$ cat config.mk
export PLATFORM = sky130hd
export DESIGN_NAME = epoch_seconds_to_calendar
export DESIGN_NICKNAME = d
export VERILOG_FILES = /design/src/hdl/ets_pkg.sv /design/src/hdl/ets_day_split.sv /design/src/hdl/ets_time_of_day.sv /design/src/hdl/ets_date.sv /design/src/hdl/epoch_seconds_to_calendar.sv
export SDC_FILE = /design/constraint.sdc
export NUM_CORES = 2
export LEC_CHECK = 0
export ABC_AREA = 1
export ABC_CLOCK_PERIOD_IN_PS = 10940
export BUFFER_PORTS_ARGS = -buffer_cell sky130_fd_sc_hd__buf_2
export CAP_MARGIN = 0
export CORE_ASPECT_RATIO = 1.4
export CORE_MARGIN = 4
export CORE_UTILIZATION = 26
export DETAILED_ROUTE_END_ITERATION = 16
export PLACE_DENSITY_LB_ADDON = 0.2
export SYNTH_ARGS = -nofsm -noshare
export SYNTH_HDL_FRONTEND = slang
export SYNTH_SLANG_ARGS = --single-unit
export TNS_END_PERCENT = 100
$ cat constraint.sdc
create_clock -name aclk -period 10.94 [get_ports aclk]
set_input_delay 0.547 -clock aclk [delete_from_list [all_inputs] [get_ports aclk]]
set_output_delay 0.547 -clock aclk [all_outputs]
set_load 0.01 [all_outputs]
$ cat src/hdl/ets_pkg.sv
// shared types, constants and helper functions for the epoch to calendar pipeline
// no dependencies; imported by every module of the block
`default_nettype none

package ets_pkg;

    // pipeline depth and per-stage load enables
    localparam int NUM_STAGES = 7;
    typedef logic [NUM_STAGES-1:0] stage_en_t;

    // field types
    typedef logic [15:0] day_count_t;   // whole days since the epoch, at most 49710
    typedef logic [16:0] sod_t;         // second of the day, 0..86399
    typedef logic [7:0]  year_off_t;    // years since 1970, 0..136
    typedef logic [8:0]  yday_t;        // day of the year, 0..365

    // time constants
    localparam logic [16:0] SECS_PER_DAY  = 17'd86400;
    localparam logic [11:0] SECS_PER_HOUR = 12'd3600;
    localparam logic [5:0]  SECS_PER_MIN  = 6'd60;
    localparam logic [8:0]  DAYS_PER_YEAR = 9'd365;
    localparam logic [2:0]  DAYS_PER_WEEK = 3'd7;
    localparam logic [2:0]  EPOCH_WEEKDAY = 3'd4;   // thursday
    localparam logic [7:0]  EPOCH_YEAR_OFF = 8'd70; // 1970 - 1900
    localparam logic [7:0]  YEAR_OFF_2100 = 8'd130;
    localparam logic [7:0]  YEAR_OFF_2101 = 8'd131;

    // reciprocal multipliers for constant division
    // (x >> 7) / 675, floor estimate, may be one low
    localparam logic [25:0] DAY_RECIP        = 26'd50903316;
    localparam int          DAY_RECIP_SHIFT  = 35;
    // days / 365, exact for days < 2^16
    localparam logic [15:0] YEAR_RECIP       = 16'd45965;
    localparam int          YEAR_RECIP_SHIFT = 24;
    // x / 7, exact for x < 2^16
    localparam logic [16:0] WEEK_RECIP       = 17'd74899;
    localparam int          WEEK_RECIP_SHIFT = 19;
    // (sod >> 4) / 225, exact for sod < 86400
    localparam logic [12:0] HOUR_RECIP       = 13'd4661;
    localparam int          HOUR_RECIP_SHIFT = 20;
    // (rsec >> 2) / 15, exact for rsec < 3600
    localparam logic [10:0] MIN_RECIP        = 11'd1093;
    localparam int          MIN_RECIP_SHIFT  = 14;

    // days before the first of each month
    localparam yday_t CUM_NORMAL [0:11] = '{
        9'd0, 9'd31, 9'd59, 9'd90, 9'd120, 9'd151,
        9'd181, 9'd212, 9'd243, 9'd273, 9'd304, 9'd334
    };
    localparam yday_t CUM_LEAP [0:11] = '{
        9'd0, 9'd31, 9'd60, 9'd91, 9'd121, 9'd152,
        9'd182, 9'd213, 9'd244, 9'd274, 9'd305, 9'd335
    };

    // leap days between 1970 and the start of year 1970 + yo
    function automatic logic [5:0] leaps_before(input year_off_t yo);
        logic [8:0] inc;
        inc = {1'b0, yo} + 9'd1;
        leaps_before = inc[7:2] - ((yo >= YEAR_OFF_2101) ? 6'd1 : 6'd0);
    endfunction

    // gregorian leap rule over 1970..2106: only 2100 breaks the four-year rule
    function automatic logic is_leap(input year_off_t yo);
        is_leap = (yo[1:0] == 2'd2) && (yo != YEAR_OFF_2100);
    endfunction

endpackage

`default_nettype wire

$ cat src/hdl/ets_day_split.sv
// stages 1 to 3: split the epoch seconds into whole days and second of day
// depends on ets_pkg
`default_nettype none

module ets_day_split (
    input  wire logic               aclk,
    input  wire ets_pkg::stage_en_t en,
    input  wire logic [31:0]        epoch_seconds,
    output ets_pkg::day_count_t     days,
    output ets_pkg::sod_t           sod
);
    import ets_pkg::*;

    logic [50:0] prod1;
    logic [32:0] prod2;
    logic [32:0] rem_full;

    logic [31:0] secs1_reg;
    day_count_t  q1_reg;
    logic [17:0] rem2_reg;
    day_count_t  q2_reg;
    day_count_t  days3_reg;
    sod_t        sod3_reg;

    // stage 1: quotient estimate by reciprocal multiply
    assign prod1 = 51'(epoch_seconds[31:7]) * 51'(DAY_RECIP);

    // stage 2: remainder of the estimate, below twice a day
    assign prod2    = 33'(q1_reg) * 33'(SECS_PER_DAY);
    assign rem_full = 33'(secs1_reg) - prod2;

    always_ff @(posedge aclk) begin
        if (en[0]) begin
            secs1_reg <= epoch_seconds;
            q1_reg    <= prod1[DAY_RECIP_SHIFT +: 16];
        end
        if (en[1]) begin
            rem2_reg <= rem_full[17:0];
            q2_reg   <= q1_reg;
        end
        // stage 3: fix an estimate that came out one low
        if (en[2]) begin
            if (rem2_reg >= 18'(SECS_PER_DAY)) begin
                days3_reg <= q2_reg + 16'd1;
                sod3_reg  <= 17'(rem2_reg - 18'(SECS_PER_DAY));
            end else begin
                days3_reg <= q2_reg;
                sod3_reg  <= rem2_reg[16:0];
            end
        end
    end

    assign days = days3_reg;
    assign sod  = sod3_reg;

endmodule

`default_nettype wire

$ cat src/hdl/ets_time_of_day.sv
// stages 4 to 7: hour, minute and second from the second of the day
// depends on ets_pkg
`default_nettype none

module ets_time_of_day (
    input  wire logic               aclk,
    input  wire ets_pkg::stage_en_t en,
    input  wire ets_pkg::sod_t      sod,
    output logic [4:0]              hour,
    output logic [5:0]              minute,
    output logic [5:0]              second
);
    import ets_pkg::*;

    logic [25:0] prod_h;
    logic [16:0] rsec_full;
    logic [20:0] prod_m;
    logic [11:0] sec_full;

    sod_t        sod4_reg;
    logic [4:0]  hour4_reg;
    logic [11:0] rsec5_reg;
    logic [4:0]  hour5_reg;
    logic [11:0] rsec6_reg;
    logic [5:0]  min6_reg;
    logic [4:0]  hour6_reg;
    logic [4:0]  hour7_reg;
    logic [5:0]  min7_reg;
    logic [5:0]  sec7_reg;

    // stage 4: hour by reciprocal multiply
    assign prod_h = 26'(sod[16:4]) * 26'(HOUR_RECIP);
    // stage 5: seconds within the hour
    assign rsec_full = sod4_reg - 17'(hour4_reg) * 17'(SECS_PER_HOUR);
    // stage 6: minute by reciprocal multiply
    assign prod_m = 21'(rsec5_reg[11:2]) * 21'(MIN_RECIP);
    // stage 7: seconds within the minute
    assign sec_full = rsec6_reg - 12'(min6_reg) * 12'(SECS_PER_MIN);

    always_ff @(posedge aclk) begin
        if (en[3]) begin
            sod4_reg  <= sod;
            hour4_reg <= prod_h[HOUR_RECIP_SHIFT +: 5];
        end
        if (en[4]) begin
            rsec5_reg <= rsec_full[11:0];
            hour5_reg <= hour4_reg;
        end
        if (en[5]) begin
            rsec6_reg <= rsec5_reg;
            min6_reg  <= prod_m[MIN_RECIP_SHIFT +: 6];
            hour6_reg <= hour5_reg;
        end
        if (en[6]) begin
            sec7_reg  <= sec_full[5:0];
            min7_reg  <= min6_reg;
            hour7_reg <= hour6_reg;
        end
    end

    assign hour   = hour7_reg;
    assign minute = min7_reg;
    assign second = sec7_reg;

endmodule

`default_nettype wire

$ cat src/hdl/ets_date.sv
// stages 4 to 7: year, day of year, month, day of month and weekday from the day count
// depends on ets_pkg
`default_nettype none

module ets_date (
    input  wire logic                aclk,
    input  wire ets_pkg::stage_en_t  en,
    input  wire ets_pkg::day_count_t days,
    output logic [7:0]               years_since_1900,
    output logic [3:0]               month,
    output logic [4:0]               day_of_month,
    output logic [2:0]               weekday,
    output logic [8:0]               day_of_year
);
    import ets_pkg::*;

    logic [31:0] prod_y;
    logic [16:0] wk_in;
    logic [33:0] prod_w;
    year_off_t   est_lo;
    day_count_t  dby_hi;
    day_count_t  dby_lo;
    logic [16:0] wk_in5;
    logic [16:0] wd_full;
    logic        step_back;
    year_off_t   yo_sel;
    day_count_t  dby_sel;
    day_count_t  yday_full;
    yday_t       tab [0:11];
    logic [3:0]  mon;
    yday_t       dom_full;

    year_off_t   est4_reg;
    logic [12:0] wq4_reg;
    day_count_t  days4_reg;
    year_off_t   est5_reg;
    day_count_t  dhi5_reg;
    day_count_t  dlo5_reg;
    day_count_t  days5_reg;
    logic [2:0]  wd5_reg;
    year_off_t   yo6_reg;
    yday_t       yday6_reg;
    logic        leap6_reg;
    logic [2:0]  wd6_reg;
    logic [7:0]  yso7_reg;
    logic [3:0]  mon7_reg;
    logic [4:0]  dom7_reg;
    logic [2:0]  wd7_reg;
    yday_t       yday7_reg;

    // stage 4: year estimate (never low, at most one high) and week quotient
    assign prod_y = 32'(days) * 32'(YEAR_RECIP);
    assign wk_in  = {1'b0, days} + 17'(EPOCH_WEEKDAY);
    assign prod_w = 34'(wk_in) * 34'(WEEK_RECIP);

    // stage 5: first day of the estimated year and of the one before, weekday
    assign est_lo  = est4_reg - 8'd1;
    assign dby_hi  = 16'(est4_reg) * 16'(DAYS_PER_YEAR) + 16'(leaps_before(est4_reg));
    assign dby_lo  = 16'(est_lo) * 16'(DAYS_PER_YEAR) + 16'(leaps_before(est_lo));
    assign wk_in5  = {1'b0, days4_reg} + 17'(EPOCH_WEEKDAY);
    assign wd_full = wk_in5 - 17'(wq4_reg) * 17'(DAYS_PER_WEEK);

    // stage 6: step back when the estimated year has not begun yet
    assign step_back = (est5_reg != 8'd0) && (dhi5_reg > days5_reg);
    assign yo_sel    = step_back ? (est5_reg - 8'd1) : est5_reg;
    assign dby_sel   = step_back ? dlo5_reg : dhi5_reg;
    assign yday_full = days5_reg - dby_sel;

    // stage 7: month from the cumulative-days table
    always_comb begin
        for (int i = 0; i < 12; i++) begin
            tab[i] = leap6_reg ? CUM_LEAP[i] : CUM_NORMAL[i];
        end
        mon = 4'd0;
        for (int i = 1; i < 12; i++) begin
            if (tab[i] <= yday6_reg) begin
                mon = mon + 4'd1;
            end
        end
    end

    assign dom_full = yday6_reg - tab[mon] + 9'd1;

    always_ff @(posedge aclk) begin
        if (en[3]) begin
            est4_reg  <= prod_y[YEAR_RECIP_SHIFT +: 8];
            wq4_reg   <= prod_w[WEEK_RECIP_SHIFT +: 13];
            days4_reg <= days;
        end
        if (en[4]) begin
            est5_reg  <= est4_reg;
            dhi5_reg  <= dby_hi;
            dlo5_reg  <= dby_lo;
            days5_reg <= days4_reg;
            wd5_reg   <= wd_full[2:0];
        end
        if (en[5]) begin
            yo6_reg   <= yo_sel;
            yday6_reg <= yday_full[8:0];
            leap6_reg <= is_leap(yo_sel);
            wd6_reg   <= wd5_reg;
        end
        if (en[6]) begin
            yso7_reg  <= yo6_reg + EPOCH_YEAR_OFF;
            mon7_reg  <= mon;
            dom7_reg  <= dom_full[4:0];
            wd7_reg   <= wd6_reg;
            yday7_reg <= yday6_reg;
        end
    end

    assign years_since_1900 = yso7_reg;
    assign month            = mon7_reg;
    assign day_of_month     = dom7_reg;
    assign weekday          = wd7_reg;
    assign day_of_year      = yday7_reg;

endmodule

`default_nettype wire

$ cat src/hdl/epoch_seconds_to_calendar.sv
// epoch seconds to broken-down utc time, top level; uses ets_pkg and the three stage modules
// an accepted request passes through the 7 register stages to its result on the m_ side
// throughput: one request per cycle while m_ready is not held low; each of the 7 register stages holds one request
// a stalled stage holds its data, empty stages upstream of it still fill up
// aresetn (synchronous, active low) clears the stage valid bits; data registers are not reset
`default_nettype none

module epoch_seconds_to_calendar (
    input  wire logic        aclk,
    input  wire logic        aresetn,
    input  wire logic        s_valid,
    output logic             s_ready,
    input  wire logic [31:0] s_epoch_seconds,
    output logic             m_valid,
    input  wire logic        m_ready,
    output logic [5:0]       m_second,
    output logic [5:0]       m_minute,
    output logic [4:0]       m_hour,
    output logic [4:0]       m_day_of_month,
    output logic [3:0]       m_month,
    output logic [7:0]       m_years_since_1900,
    output logic [2:0]       m_weekday,
    output logic [8:0]       m_day_of_year
);
    import ets_pkg::*;

    logic [NUM_STAGES-1:0] vld_reg;
    logic [NUM_STAGES-1:0] vld_next;
    logic [NUM_STAGES-1:0] vld_up;
    stage_en_t             stage_en;
    day_count_t            days;
    sod_t                  sod;

    // a stage loads when it is empty or the stage after it moves on
    always_comb begin
        stage_en[NUM_STAGES-1] = !vld_reg[NUM_STAGES-1] || m_ready;
        for (int i = NUM_STAGES - 2; i >= 0; i--) begin
            stage_en[i] = !vld_reg[i] || stage_en[i+1];
        end
    end

    // valid bits travel with the data
    assign vld_up = {vld_reg[NUM_STAGES-2:0], s_valid};

    always_comb begin
        for (int i = 0; i < NUM_STAGES; i++) begin
            vld_next[i] = stage_en[i] ? vld_up[i] : vld_reg[i];
        end
    end

    always_ff @(posedge aclk) begin
        if (!aresetn) begin
            vld_reg <= '0;
        end else begin
            vld_reg <= vld_next;
        end
    end

    assign s_ready = stage_en[0];
    assign m_valid = vld_reg[NUM_STAGES-1];

    // days and second of day
    ets_day_split u_day_split (
        .aclk          (aclk),
        .en            (stage_en),
        .epoch_seconds (s_epoch_seconds),
        .days          (days),
        .sod           (sod)
    );

    // clock fields
    ets_time_of_day u_time_of_day (
        .aclk   (aclk),
        .en     (stage_en),
        .sod    (sod),
        .hour   (m_hour),
        .minute (m_minute),
        .second (m_second)
    );

    // calendar fields
    ets_date u_date (
        .aclk             (aclk),
        .en               (stage_en),
        .days             (days),
        .years_since_1900 (m_years_since_1900),
        .month            (m_month),
        .day_of_month     (m_day_of_month),
        .weekday          (m_weekday),
        .day_of_year      (m_day_of_year)
    );

    // checks
    a_sod_range: assert property (@(posedge aclk) disable iff (!aresetn)
        vld_reg[2] |-> (sod < SECS_PER_DAY))
        else $error("second of day out of range after day split");

    a_clock_range: assert property (@(posedge aclk) disable iff (!aresetn)
        m_valid |-> (m_hour <= 5'd23 && m_minute <= 6'd59 && m_second <= 6'd59))
        else $error("clock field out of range");

    a_date_range: assert property (@(posedge aclk) disable iff (!aresetn)
        m_valid |-> (m_month <= 4'd11 && m_day_of_month != 5'd0 && m_weekday <= 3'd6
                     && m_day_of_year <= 9'd365))
        else $error("date field out of range");

    a_stall_holds_input: assert property (@(posedge aclk) disable iff (!aresetn)
        (vld_reg == '1 && !m_ready) |-> !s_ready)
        else $error("request accepted into a full pipeline");

endmodule

`default_nettype wire

==> reports/qor.txt <==
SYNTHESIS
------------------------------------------------------------------------------------
Number of distinct library cells after synthesis                                  53
Count of mapped cells out of synthesis                                          3549
FF+latch count, synth                                                            305
Share of flip-flops with an asynchronous set or reset after synthesis             0%
Most used flip-flop cell after synthesis                                    edfxtp_1
Main combinational cell family by area after synthesis                   adder cells
Post-synthesis instance area                                             0.0369 mm^2
Synthesized-area fraction occupied by and/or/nand/nor cells                    7.27%
Yosys synthesis warning count                                                      0
Mapped Nets                                                                     4804
Register area share after synthesis                                            24.6%
Xor and xnor fraction of the mapped netlist area                               5.09%
Portion of netlist area occupied by mux cells                                 0.190%
Post-synth EDFFs                                                                 298
Adder and majority cell fraction of the synthesized area                       49.0%
Avg Cell Area, Syn                                                         10.4 um^2
Compound-cell area share of the yosys netlist                                  4.97%

TIMING
------------------------------------------------------------------------------------
Setup tns final                                                                 0 ns
Final setup slack of the worst path                                          2.31 ns
Number of hold violations in the final report                                      0
Final-report setup violation count                                                 0
Slew Limit Fails                                                                   0
Unrepaired setup endpoints after global routing                                false
Clock period minus final worst setup slack                                   8.63 ns
Relative slew slack                                                            37.9%
Final clock skew                                                           0.0207 ns
Worst Max-Slew Pin Slew                                                     0.931 ns
Part of the cycle the worst path needs                                         78.9%
Fmax                                                                         116 MHz

CLOCK NETWORK
------------------------------------------------------------------------------------
Hold Buf Count CTS                                                                 0
Max Root-Sink Buffers                                                              3
Clock tree from TritonCTS                                                      built
Number of clock buffers inserted by TritonCTS                                     36
Number of instances resized during post-cts repair                                 0
Post CTS Setup Buffer Count                                                        0
Root cell of the clock tree                                                clkbuf_16
Depth of the CTS H-tree                                                            2
Clock transition at the registers of the reported paths                      0.06 ns
Clock latency at the later pin of the worst-skew pair                        0.55 ns
Clock sink count                                                                 305

CRITICAL PATH
------------------------------------------------------------------------------------
Worst setup EP type                                                             flop
Buffering stage count on the worst path with inverters included                    9
Arrival @ worst endpoint                                                     8.93 ns
Longest individual stage delay on the worst path                             0.48 ns
Element type at the critical path start                                         flop
Critical path depth in cells                                                      50
Reg2Reg Depth                                                                     50
Type of the setup path with the least slack                             flop to flop
Largest delay contributor family on the critical path                    adder cells
Slowest CP cell                                                             edfxtp_1
Worst reg-to-reg setup slack                                                 2.31 ns
Most Frequent Cell on Critical Path                                          nand2_1
Largest fanout of any net on the critical path                                     7
Critical path data required time                                            11.24 ns

DIE
------------------------------------------------------------------------------------
Full die area                                                             0.148 mm^2
Number of standard-cell rows in the floorplan                                    163
Core area                                                                 0.141 mm^2
Die Y                                                                         454 um
Initial core utilization                                                       26.2%
Top-level I/O count                                                               84
Die extent in x                                                               326 um

PLACE
------------------------------------------------------------------------------------
Worst slack, placed                                                          2.25 ns
Input/output buffers                                                              83
Hpwl dp                                                                     70000 um
Cell Area, Placed                                                        0.0398 mm^2
Cell total after placement                                                      5542
Last weighted congestion value of the routability-driven placer                0.798

ROUTING
------------------------------------------------------------------------------------
Wire length after detailed routing                                          82200 um
DRC marker count from the first detailed-route iteration                         594
DR vias                                                                        23300
Count of nets left with antenna violations after detail routing                    0
Residual DRC count                                                                 0
Routed via count divided by cell count                                          4.16
Router iterations before antenna repair                                            4
Wire per inst                                                                14.7 um

FINAL LAYOUT
------------------------------------------------------------------------------------
Seq. cell area                                                          0.00909 mm^2
Area of all placed cells without fillers                                 0.0410 mm^2
Share of final-layout standard cells stronger than drive strength 1            5.61%
Area delta synth->final                                                        11.1%
Total of fill cells in the finished design                                     14800
Area of the multi-input gates                                            0.0245 mm^2
Filler-free cell count of the finished design                                   5606
Nets                                                                            4938
Count of inserted antenna diode cells                                              0

FLOW RUN
------------------------------------------------------------------------------------
Count of maximum capacitance violations                                            0

GLOBAL ROUTE
------------------------------------------------------------------------------------
Maximum number of pins on one net before global-route repair                      72
Wire length of the first global-routing pass                               136000 um
Total congestion overflow                                                          0
Antenna violations before repair                                                   8
Combined global-route utilization of all metal layers                          11.4%
Via count of the first global-routing pass                                     25800

HOLD PATH
------------------------------------------------------------------------------------
Worst hold-check path type                                              input port to flop
Hold Path Stages                                                                   1

RUN STATUS
------------------------------------------------------------------------------------
Result of the run                                                          completed

-- cell families after synthesis --
kind of cell | after synthesis
AO/OA/AOI/OAI | 324
XOR/XNOR | 212
adder cells (fa/ha/maj) | 1219
buffers and inverters | 871
flip-flops | 305
multiplexers | 7
AND/OR/NAND/NOR | 611
-- final timing paths --
path,from,to
setup / recovery,u_date.leap6_reg,u_date.day_of_month[4]
hold / removal,s_epoch_seconds[2],u_day_split.secs1_reg[2]
setup reg to reg,u_date.leap6_reg,u_date.day_of_month[4]
hold reg to reg,u_day_split.q1_reg[14],u_day_split.q2_reg[14]
-- layer usage --
| metal | track usage [%] | wire length, um | part of all wire, % | up-vias |
|---|---|---|---|---|
| met3 | 0.916 | 1630 | 2.0 | 61 |
| li1 | - | - | - | 11800 |
| met5 | 0 | 13 | 0.016 | - |
| met1 | 13.1 | 33600 | 41 | 11200 |
| met4 | 2.16 | 1290 | 1.6 | 2 |
| met2 | 23.1 | 45700 | 56 | 207 |
-- Yosys cell counts, drive strengths merged, types with 3 or more instances --
cell / instances / share of area, %
a21boi: 8 / 0.17
a21o: 10 / 0.20
a21oi: 172 / 2.3
a31oi: 9 / 0.15
and2: 5 / 0.085
buf: 3 / 0.044
dfxtp: 7 / 0.38
edfxtp: 298 / 24
fa: 375 / 20
ha: 844 / 29
inv: 866 / 8.8
mux2i: 7 / 0.19
nand2: 325 / 3.5
nand3: 98 / 1.5
nand4: 19 / 0.32
nor2: 129 / 1.4
nor3: 18 / 0.24
nor4: 5 / 0.085
o2111ai: 4 / 0.095
o211ai: 6 / 0.12
o21a: 8 / 0.16
o21ai: 74 / 1.0
o21bai: 10 / 0.20
o221ai: 5 / 0.12
o31ai: 6 / 0.12
or2: 7 / 0.12
xnor2: 73 / 1.7
xor2: 138 / 3.3
-- worst reg2reg max path: cells and delay by family (launching register included) --
kind,cells,cell delay (ns)
adder cells (fa/ha/maj),12,3.49
AND/OR/NAND/NOR,24,2.60
XOR/XNOR,2,0.64
AO/OA/AOI/OAI,3,0.60
buffers and inverters,9,0.56
flip-flops,1,0.48
-- cells in the final DEF (no fill, tap or decap), types with 6 or more instances in the layout --
master / Yosys / final
or2_2: 7 / 7
nand2_1: 305 / 304
nand4_1: 19 / 19
mux2i_1: 7 / 7
nor2_1: 125 / 125
fa_1: 375 / 375
inv_1: 857 / 854
a21o_1: 10 / 10
buf_2: 1 / 83
clkbuf_1: 0 / 8
nand3_1: 89 / 89
edfxtp_1: 298 / 298
nor3_1: 18 / 18
dfxtp_1: 7 / 7
clkbuf_16: 0 / 37
xnor2_1: 73 / 73
a21boi_0: 7 / 7
inv_2: 9 / 12
a21oi_1: 171 / 171
buf_4: 1 / 16
o21a_1: 8 / 8
o21ai_0: 70 / 70
nand2_2: 16 / 17
o21bai_1: 10 / 10
nand3_2: 8 / 8
o31ai_1: 6 / 6
o211ai_1: 6 / 6
ha_1: 844 / 844
a31oi_1: 9 / 9
xor2_1: 137 / 137
-- stage by stage --
stage,hold slack [ns],util [%]
2_1_floorplan,0.400,-
3_3_place_gp,0.401,28.2
3_5_place_dp,0.405,28.2
4_1_cts,0.125,29.1
5_1_grt,0.149,29.1
6_report,0.177,29.1
-- cell type report --
type	instances	share of cell area (%)
multi-input cells	2373	59.9
flip-flops and latches	305	22.2
inverters	868	7.95
well taps	1897	5.79
clock buffers	45	2.33
repair buffers	99	1.31
clock inverters	19	0.556
Power is not shown: default switching activity piles up to over one toggle a cycle in this logic, so the estimate is an artifact.
